File: config.mk
export PLATFORM = sky130hd
export DESIGN_NAME = multilevel_slot_budget_scheduler
export DESIGN_NICKNAME = d
export VERILOG_FILES = /design/src/hdl/mlsbs_pkg.sv /design/src/hdl/mlsbs_ram.sv /design/src/hdl/mlsbs_ctrl.sv /design/src/hdl/mlsbs_datapath.sv /design/src/hdl/multilevel_slot_budget_scheduler.sv
export SDC_FILE = /design/constraint.sdc
export NUM_CORES = 2
export LEC_CHECK = 0
export BUFFER_PORTS_ARGS = -buffer_cell sky130_fd_sc_hd__buf_2
export CAP_MARGIN = 0
export CELL_PAD_IN_SITES_DETAIL_PLACEMENT = 1
export CELL_PAD_IN_SITES_GLOBAL_PLACEMENT = 2
export CORE_ASPECT_RATIO = 1.5
export CORE_UTILIZATION = 35
export DETAILED_ROUTE_END_ITERATION = 8
export MAX_ROUTING_LAYER = met4
export PLACE_DENSITY_LB_ADDON = 0.1
export SLEW_MARGIN = 20
export SYNTH_ARGS = -nofsm -noshare
export SYNTH_HDL_FRONTEND = slang
export SYNTH_SLANG_ARGS = --single-unit
File: constraint.sdc
create_clock -name clk -period 5.9 [get_ports clk]
set_input_delay 0.59 -clock clk [delete_from_list [all_inputs] [get_ports clk]]
set_output_delay 0.59 -clock clk [all_outputs]
set_load 0.02 [all_outputs]
File: src/hdl/mlsbs_pkg.sv
// Shared types and constants of the multilevel slot budget scheduler.
package mlsbs_pkg;

	localparam int TAG_W = 16;
	localparam logic [TAG_W-1:0] TAG_MAX = 16'hFFFF;

	localparam logic [1:0] OP_ENQ   = 2'd0;
	localparam logic [1:0] OP_DEQ   = 2'd1;
	localparam logic [1:0] OP_CLEAR = 2'd2;

	typedef struct packed {
		logic accept;   // input side ready
		logic load;     // capture the request
		logic enq;      // enqueue or reject
		logic scan_clr; // restart the level scan
		logic minmax;   // min/max pass step
		logic match;    // candidate pass step
		logic pop;      // serve the chosen level
		logic clear;    // zero slots and tags
		logic finish;   // load the output register
	} ctl_cmd_t;

	typedef struct packed {
		logic [1:0] op;
		logic       none_queued;
		logic       scan_last;
		logic       out_busy;
	} dp_stat_t;

endpackage

File: src/hdl/mlsbs_ram.sv
// Generic single-write, single-read RAM with registered read data.
module mlsbs_ram #(
	parameter int WIDTH = 16,
	parameter int DEPTH = 128
) (
	input  logic                     clk,
	input  logic                     wr_en,
	input  logic [$clog2(DEPTH)-1:0] wr_addr,
	input  logic [WIDTH-1:0]         wr_data,
	input  logic                     rd_en,
	input  logic [$clog2(DEPTH)-1:0] rd_addr,
	output logic [WIDTH-1:0]         rd_data
);

	logic [WIDTH-1:0] mem_q [DEPTH];

	always_ff @(posedge clk) begin
		if (wr_en) begin
			mem_q[wr_addr] <= wr_data;
		end
		if (rd_en) begin
			rd_data <= mem_q[rd_addr];
		end
	end

endmodule

File: src/hdl/mlsbs_ctrl.sv
// Controller state machine of the multilevel slot budget scheduler.
module mlsbs_ctrl (
	input  logic                clk,
	input  logic                arst_n,
	input  logic                s_tvalid,
	input  mlsbs_pkg::dp_stat_t stat,
	output mlsbs_pkg::ctl_cmd_t cmd
);
	import mlsbs_pkg::*;

	localparam logic [2:0] ST_IDLE   = 3'd0;
	localparam logic [2:0] ST_DECODE = 3'd1;
	localparam logic [2:0] ST_MINMAX = 3'd2;
	localparam logic [2:0] ST_MATCH  = 3'd3;
	localparam logic [2:0] ST_POP    = 3'd4;
	localparam logic [2:0] ST_FINISH = 3'd5;

	logic [2:0] state_q, state_nx;

	always_ff @(posedge clk or negedge arst_n) begin
		if (!arst_n) begin
			state_q <= ST_IDLE;
		end else begin
			state_q <= state_nx;
		end
	end

	always_comb begin
		cmd      = '0;
		state_nx = state_q;
		unique case (state_q)
			ST_IDLE: begin
				cmd.accept = 1'b1;
				if (s_tvalid) begin
					cmd.load = 1'b1;
					state_nx = ST_DECODE;
				end
			end
			ST_DECODE: begin
				cmd.scan_clr = 1'b1;
				state_nx     = ST_FINISH;
				case (stat.op)
					OP_ENQ:   cmd.enq = 1'b1;
					OP_DEQ:   if (!stat.none_queued) state_nx = ST_MINMAX;
					OP_CLEAR: cmd.clear = 1'b1;
					default:  ;
				endcase
			end
			ST_MINMAX: begin
				cmd.minmax = 1'b1;
				if (stat.scan_last) begin
					cmd.scan_clr = 1'b1;
					state_nx     = ST_MATCH;
				end
			end
			ST_MATCH: begin
				cmd.match = 1'b1;
				if (stat.scan_last) begin
					state_nx = ST_POP;
				end
			end
			ST_POP: begin
				cmd.pop  = 1'b1;
				state_nx = ST_FINISH;
			end
			ST_FINISH: begin
				if (!stat.out_busy) begin
					cmd.finish = 1'b1;
					state_nx   = ST_IDLE;
				end
			end
			default: state_nx = ST_IDLE;
		endcase
	end

endmodule

File: src/hdl/mlsbs_datapath.sv
// Datapath of the multilevel slot budget scheduler: level state, scan and result.
module mlsbs_datapath #(
	parameter int NUM_LEVELS  = 8,
	parameter int QUEUE_DEPTH = 16,
	parameter int ID_BITS     = 16
) (
	input  logic                clk,
	input  logic                arst_n,
	input  mlsbs_pkg::ctl_cmd_t cmd,
	output mlsbs_pkg::dp_stat_t stat,
	input  logic [1:0]          s_tuser,
	input  logic [23:0]         s_tdata,
	output logic                m_tvalid,
	input  logic                m_tready,
	output logic                m_tuser,
	output logic [23:0]         m_tdata
);
	import mlsbs_pkg::*;

	localparam int LW      = $clog2(NUM_LEVELS);
	localparam int HW      = $clog2(QUEUE_DEPTH);
	localparam int CW      = $clog2(QUEUE_DEPTH + 1);
	localparam int SW      = $clog2(NUM_LEVELS + 1);
	localparam int ENTRIES = NUM_LEVELS * QUEUE_DEPTH;
	localparam int AW      = $clog2(ENTRIES);
	localparam int TW      = $clog2(ENTRIES + 1);

	logic [1:0]         op_q;
	logic [7:0]         prio_q;
	logic [ID_BITS-1:0] pid_q;

	logic [HW-1:0]    head_q  [NUM_LEVELS];
	logic [CW-1:0]    count_q [NUM_LEVELS];
	logic [SW-1:0]    slots_q [NUM_LEVELS];
	logic [TAG_W-1:0] tag_q   [NUM_LEVELS];
	logic [TW-1:0]    total_q;
	logic [LW-1:0]    scan_q;

	logic             any_q, hit_lo_q, hit_hi_q, hit_fb_q;
	logic [TAG_W-1:0] lo_q, hi_q;
	logic [LW-1:0]    lv_lo_q, lv_hi_q, lv_fb_q;
	logic             res_granted_q, res_rejected_q;
	logic [LW-1:0]    res_level_q;

	// enqueue path
	logic          lvl_ok, enq_ok;
	logic [LW-1:0] lvl_in;
	logic [CW:0]   wr_sum, wr_wrap;
	logic [HW-1:0] wr_pos;
	logic [AW-1:0] wr_addr;

	// scan path
	logic             sc_full, sc_quota;
	logic [TAG_W-1:0] sc_tag;

	// pop path
	logic          bump;
	logic [LW-1:0] pick;
	logic [HW-1:0] pick_head, head_nx;
	logic [AW-1:0] rd_addr;
	logic [ID_BITS-1:0] rd_data;

	assign lvl_in  = prio_q[LW-1:0];
	assign lvl_ok  = {1'b0, prio_q} < 9'(NUM_LEVELS);
	assign enq_ok  = lvl_ok && (count_q[lvl_in] != CW'(QUEUE_DEPTH));
	assign wr_sum  = (CW+1)'(head_q[lvl_in]) + (CW+1)'(count_q[lvl_in]);
	assign wr_wrap = (wr_sum >= (CW+1)'(QUEUE_DEPTH)) ? wr_sum - (CW+1)'(QUEUE_DEPTH) : wr_sum;
	assign wr_pos  = wr_wrap[HW-1:0];
	assign wr_addr = AW'(lvl_in) * AW'(QUEUE_DEPTH) + AW'(wr_pos);

	assign sc_full  = count_q[scan_q] != '0;
	assign sc_tag   = tag_q[scan_q];
	assign sc_quota = slots_q[scan_q] < (SW'(NUM_LEVELS) - SW'(scan_q));

	assign bump      = !hit_lo_q && !hit_hi_q;
	assign pick      = hit_lo_q ? lv_lo_q : (hit_hi_q ? lv_hi_q : lv_fb_q);
	assign pick_head = head_q[pick];
	assign head_nx   = (pick_head == HW'(QUEUE_DEPTH - 1)) ? '0 : pick_head + HW'(1);
	assign rd_addr   = AW'(pick) * AW'(QUEUE_DEPTH) + AW'(pick_head);

	mlsbs_ram #(.WIDTH(ID_BITS), .DEPTH(ENTRIES)) u_ram (
		.clk     (clk),
		.wr_en   (cmd.enq && enq_ok),
		.wr_addr (wr_addr),
		.wr_data (pid_q),
		.rd_en   (cmd.pop),
		.rd_addr (rd_addr),
		.rd_data (rd_data)
	);

	assign stat.op          = op_q;
	assign stat.none_queued = total_q == '0;
	assign stat.scan_last   = scan_q == LW'(NUM_LEVELS - 1);
	assign stat.out_busy    = m_tvalid && !m_tready;

	// request and scan payload
	always_ff @(posedge clk) begin
		if (cmd.load) begin
			op_q   <= s_tuser;
			prio_q <= s_tdata[7:0];
			pid_q  <= ID_BITS'(s_tdata[23:8]);
		end
		if (cmd.minmax && sc_full) begin
			if (!any_q || sc_tag < lo_q) lo_q <= sc_tag;
			if (!any_q || sc_tag > hi_q) hi_q <= sc_tag;
		end
		if (cmd.match && sc_full) begin
			if (!hit_lo_q && sc_quota && sc_tag == lo_q) lv_lo_q <= scan_q;
			if (!hit_hi_q && sc_quota && sc_tag == hi_q) lv_hi_q <= scan_q;
			if (!hit_fb_q && sc_tag == lo_q)             lv_fb_q <= scan_q;
		end
		if (cmd.pop) begin
			res_level_q <= pick;
		end
		if (cmd.finish) begin
			m_tuser       <= res_granted_q;
			m_tdata[15:0] <= res_granted_q ? 16'(rd_data) : 16'd0;
			m_tdata[18:16] <= res_granted_q ? 3'(res_level_q) : 3'd0;
			m_tdata[19]   <= res_rejected_q;
			m_tdata[20]   <= total_q == '0;
			m_tdata[23:21] <= 3'd0;
		end
	end

	// level state and control flags
	always_ff @(posedge clk or negedge arst_n) begin
		if (!arst_n) begin
			for (int i = 0; i < NUM_LEVELS; i++) begin
				head_q[i]  <= '0;
				count_q[i] <= '0;
				slots_q[i] <= '0;
				tag_q[i]   <= '0;
			end
			total_q        <= '0;
			scan_q         <= '0;
			any_q          <= 1'b0;
			hit_lo_q       <= 1'b0;
			hit_hi_q       <= 1'b0;
			hit_fb_q       <= 1'b0;
			res_granted_q  <= 1'b0;
			res_rejected_q <= 1'b0;
			m_tvalid       <= 1'b0;
		end else begin
			if (cmd.load) begin
				any_q          <= 1'b0;
				hit_lo_q       <= 1'b0;
				hit_hi_q       <= 1'b0;
				hit_fb_q       <= 1'b0;
				res_granted_q  <= 1'b0;
				res_rejected_q <= 1'b0;
			end
			if (cmd.scan_clr) begin
				scan_q <= '0;
			end else if (cmd.minmax || cmd.match) begin
				scan_q <= scan_q + LW'(1);
			end
			if (cmd.minmax && sc_full) begin
				any_q <= 1'b1;
			end
			if (cmd.match && sc_full) begin
				if (sc_quota && sc_tag == lo_q) hit_lo_q <= 1'b1;
				if (sc_quota && sc_tag == hi_q) hit_hi_q <= 1'b1;
				if (sc_tag == lo_q)             hit_fb_q <= 1'b1;
			end
			if (cmd.enq) begin
				if (enq_ok) begin
					count_q[lvl_in] <= count_q[lvl_in] + CW'(1);
					total_q         <= total_q + TW'(1);
				end else begin
					res_rejected_q <= 1'b1;
				end
			end
			if (cmd.pop) begin
				head_q[pick]  <= head_nx;
				count_q[pick] <= count_q[pick] - CW'(1);
				total_q       <= total_q - TW'(1);
				res_granted_q <= 1'b1;
				if (bump) begin
					slots_q[pick] <= SW'(1);
					if (tag_q[pick] != TAG_MAX) tag_q[pick] <= tag_q[pick] + TAG_W'(1);
				end else begin
					slots_q[pick] <= slots_q[pick] + SW'(1);
				end
			end
			if (cmd.clear) begin
				for (int i = 0; i < NUM_LEVELS; i++) begin
					slots_q[i] <= '0;
					tag_q[i]   <= '0;
				end
			end
			if (cmd.finish) begin
				m_tvalid <= 1'b1;
			end else if (m_tready) begin
				m_tvalid <= 1'b0;
			end
		end
	end

endmodule

File: src/hdl/multilevel_slot_budget_scheduler.sv
// Top level of the multilevel slot budget scheduler.
//
//  channel | role   | tuser            | tdata
//  s_*     | input  | operation [1:0]  | priority_req [7:0], process_id [23:8]
//  m_*     | output | granted [0]      | granted_id [15:0], granted_level [18:16],
//          |        |                  | rejected [19], all_empty [20]
//
// One request at a time. Enqueue, clear and unused operations, and a dequeue with
// nothing queued, go from decode straight to the result; a dequeue with something
// queued first runs the two passes of the level scan (min/max tags, then candidate
// levels), which visit one level per cycle, and then pops the chosen level before
// m_tvalid is raised.
// arst_n clears all level state; FIFO storage needs no clearing pass.
// A held result waits in the output register; the next request is taken
// once the result register has been loaded.
module multilevel_slot_budget_scheduler #(
	parameter int NUM_LEVELS  = 8,
	parameter int QUEUE_DEPTH = 16,
	parameter int ID_BITS     = 16
) (
	input  logic        clk,
	input  logic        arst_n,
	input  logic        s_tvalid,
	output logic        s_tready,
	input  logic [1:0]  s_tuser,  // operation [1:0]
	input  logic [23:0] s_tdata,  // priority_req [7:0], process_id [23:8]
	output logic        m_tvalid,
	input  logic        m_tready,
	output logic        m_tuser,  // granted [0]
	output logic [23:0] m_tdata   // granted_id, granted_level, rejected, all_empty, zero
);
	import mlsbs_pkg::*;

	ctl_cmd_t cmd;
	dp_stat_t stat;

	// ready only while the controller waits for a request
	assign s_tready = cmd.accept;

	mlsbs_ctrl u_ctrl (
		.clk      (clk),
		.arst_n   (arst_n),
		.s_tvalid (s_tvalid),
		.stat     (stat),
		.cmd      (cmd)
	);

	mlsbs_datapath #(
		.NUM_LEVELS  (NUM_LEVELS),
		.QUEUE_DEPTH (QUEUE_DEPTH),
		.ID_BITS     (ID_BITS)
	) u_dp (
		.clk      (clk),
		.arst_n   (arst_n),
		.cmd      (cmd),
		.stat     (stat),
		.s_tuser  (s_tuser),
		.s_tdata  (s_tdata),
		.m_tvalid (m_tvalid),
		.m_tready (m_tready),
		.m_tuser  (m_tuser),
		.m_tdata  (m_tdata)
	);

endmodule

==> metrics.md <==
| Metric | Value |
|---|---|
| Routed Antenna Nets | `0` |
| CORE AREA | `0.285 mm2` |
| H-tree level count | `4` |
| WHS Endpoint | `u_ctrl.state_q[0]` |
| DRT Wirelength | `385000 um` |
| Die height | `~660 um` |
| CP max FO | `19` |
| Sequential share of the synthesized area | `71.0%` |
| DRT iter0 DRCs | `around 5600` |
| Grt total ovfl | `0` |
| Max IR drop VDD | `0.262 mV` |
| Actual slew at the worst max-slew pin | `between 1000 and 1500 ps` |
| Clock latency on the worst-skew pair | `920 ps` |
| Share of the synthesized area in the top cell type | `64.7%` |
| Min-Delay Path Depth | `5` |
| CTS sink cnt | `~2400` |
| Dominant synthesized flop cell | `edfxtp_1` |
| TritonRoute pass-1 iters | `6` |
| Async set-reset flop share out of synthesis | `roughly a tenth` |
| Leakage | `0.0406 uW` |
| I/O pins | `57` |
| Setup TNS Final | `0 ps` |
| Status | `complete, no violations` |
| # DRC | `0` |
| Yosys top cell by area | `edfxtp_1` |
| Hold slack final | `126 ps` |
| Buffers on Ports | `53` |
| Yosys warning total | `0` |
| HPWL after detailed placement | `251000 um` |
| Skew final | `41.3 ps` |
| Synthesized area per cell | `12.6 um2` |
| Most frequent cells in the layout | `edfxtp_1 (2156), nand2_1 (1900), nand3_1 (1235)` |
| Largest cells by area after synthesis | `edfxtp_1 (65%), nand2_1 (7.1%), dfrtp_1 (6.3%)` |
| Fin area | `about 0.12 mm2` |
| Sw power | `about 16000 uW` |
| Final Hold Vio Count | `0` |
| R2r worst-path depth | `13` |
| Worst r2r src | `u_dp.hit_hi_q` |
| First-pass GRT wire length | `about 540000 um` |
| Min Tclk post-route | `roughly 5800 ps` |
| GPL Wtd Cong | `between 0.8 and 0.9` |
| Slew HR | `10.7%` |
| Number of flops mapped to enable cells by yosys | `2156` |
| PwrDens | `414 mW/mm2` |
| Final net count | `8288` |
| Kind of critical path | `reg -> reg` |
| RSZ-0062 raised after global routing | `no` |
| Worst path required time | `6530 ps` |
| CP startpoint | `u_dp.hit_hi_q` |
| FMAX | `about 0.17 GHz` |
| Switching share of power | `33.2%` |
| Most common cell after layout, fill and taps aside | `edfxtp_1` |
| Max-Cap Viols | `0` |
| Largest net degree at the start of global routing | `between 100 and 150` |
| Vias per std cell | `roughly 5.5` |
| Routed len/inst | `~32 um` |
| Root Buffer | `clkbuf_16` |
| Layout cells sized above 1 | `about an eighth` |
| Slew Viols, Final | `0` |
| Cell variety after synth | `85` |
| Reg2reg setup slack | `between 100 and 150 ps` |
| Die Wd | `439 um` |
| Internal power | `31800 uW` |
| Arrival @ worst endpoint | `roughly 6400 ps` |
| Vias | `66930` |
| Critical Path Sink Type | `register` |
| Cell area after synthesis | `around 0.10 mm2` |
| Setup crit start kind | `register` |
| Clock share of power | `between 30 and 40%` |
| Syn-to-layout area delta | `15.1%` |
| Starting density of the core | `between 30% and 40%` |
| Min-delay src | `s_tvalid` |
| Finish-stage setup viols | `0` |
| Synth Instances | `7919` |
| Worst hold path type | `in -> reg` |
| Tot Pwr | `around 48000 uW` |
| Rows | `between 200 and 250` |
| Fill cells | `around 30000` |
| GRT Util Overall | `between 20% and 30%` |
| Vias in the first global route | `about 69000` |
| Placed cell areas | `0.107 mm2` |
| Comb power frac | `roughly a quarter` |
| Die ar. | `0.288 mm2` |
| Clk slew on worst S/H paths | `70 ps` |
| CTS tree | `done` |
| #FFs+latches synth | `~2400` |
| Final Cycle Share | `approximately 100%` |
| FF-to-FF End | `u_dp.u_ram.rd_data[15]` |
| Sequential power share | `43.9%` |
| Initial antenna violation count | `21` |
| CTS buffer count | `around 250` |
| Max clock buf depth | `4` |
==> how the worst max path moves through the flow <==
stage / end / slack [ps]
floorplan: u_dp.lo_q[0] / 640
global placement: u_dp.u_ram.rd_data[5] / -80
detailed placement: u_dp.u_ram.rd_data[5] / -210
CTS: u_dp.u_ram.rd_data[15] / 30
global route: u_dp.u_ram.rd_data[5] / 50
finish: u_dp.u_ram.rd_data[15] / 120
==> critical path, stage by stage, from the launching register on <==
cell      delay [ps]
dfrtp_1          620
mux2i_1          130
o21a_2           340
inv_2            370
nand2_1          300
o221ai_1         360
a21o_1           180
buf_4            430
nor3_2           150
buf_4            280
nand3_1          130
nand4_1          750
or4_4            810
or4b_1           550
==> power groups by stage <==
stage | Clock [uW] | Sequential (uW) | Combinational, uW
finish | 15400 | 20900 | 11300
global route | 16300 | 21000 | 12300
CTS | 15800 | 20900 | 11600
detailed placement | 0 | 21200 | 11500
global placement | 0 | 21200 | 11300
floorplan | 0 | 21100 | 6370
==> through the flow <==
stage	instances	setup WS [ps]	util, %
final	12159	121	40.5
after global routing	12152	46.4	40.4
after CTS	12146	26.2	40.4
after detailed placement	11677	-208	37.6
after global placement	11674	-75.3	37.6
after floorplan	7921	638	-
==> Yosys cell counts, drive strengths merged, types with 7 or more instances <==
library cell	number
nor4	46
a211oi	40
nand3b	13
ha	53
xnor2	22
nand3	1241
nor3b	9
and3	49
a22o	7
nand4	102
o211ai	51
nand2b	8
and2	22
inv	64
nor2	329
o21ai	224
a21o	11
or4	19
a22oi	43
buf	289
a32oi	21
mux2	64
mux4	54
xor2	14
dfrtp	253
and4	14
a221oi	23
nand2	1903
or4b	7
o22ai	20
o221ai	9
a32o	16
a31oi	31
a221o	7
clkbuf	212
o21a	12
mux2i	217
edfxtp	2156
nor3	63
nor2b	12
a21oi	128
==> cell families after synthesis <==
kind of cell	count (synthesis)	synth area share (%)
mux	335	4.12
buf+inv	567	2.51
flops	2409	71.0
other cells	1	0.00375
xor+xnor	36	0.323
simple gates	3849	17.0
fa+ha+maj	55	0.703
compound gates	667	4.27
==> registers in the layout (all words and copies together) (netlist names), 16 cells and up <==
register / cells
u_dp.count_q: 40
u_dp.head_q: 32
u_dp.hi_q: 16
u_dp.lo_q: 16
u_dp.m_tdata: 21
u_dp.pid_q: 16
u_dp.slots_q: 32
u_dp.tag_q: 128
u_dp.u_ram.mem_q: 2048
u_dp.u_ram.rd_data: 16
==> cell type report <==
class,count,area [um2],share of cell area [%]
Sequential cell,2409,71100,61.7
Clock buffer,299,6480,5.63
Clock inverter,142,1180,1.03
Multi-Input combinational cell,4945,26800,23.2
Timing Repair Buffer,534,4650,4.04
Inverter,66,277,0.240
Antenna cell,13,32.5,0.0283
Tap cell,3751,4690,4.08
==> what timing repair did <==
item                                    CTS  global route
gates resized for setup                   3             0
hold buffers                             28             0
pin swaps                                 3             2
endpoints found under the setup margin    2             1
hold endpoints to repair                 83             0
buffers inserted                          0             0
==> routing by layer <==
layer | up-vias | track usage (%) | part of all wire [%]
met5 | - | - | 0
met4 | 0 | 9.33 | 3.8
met3 | 521 | 2.48 | 3.3
met2 | 1507 | 49.5 | 54
met1 | 35337 | 31.0 | 39
li1 | 29565 | - | -
Power figures use the tool's default switching activity.
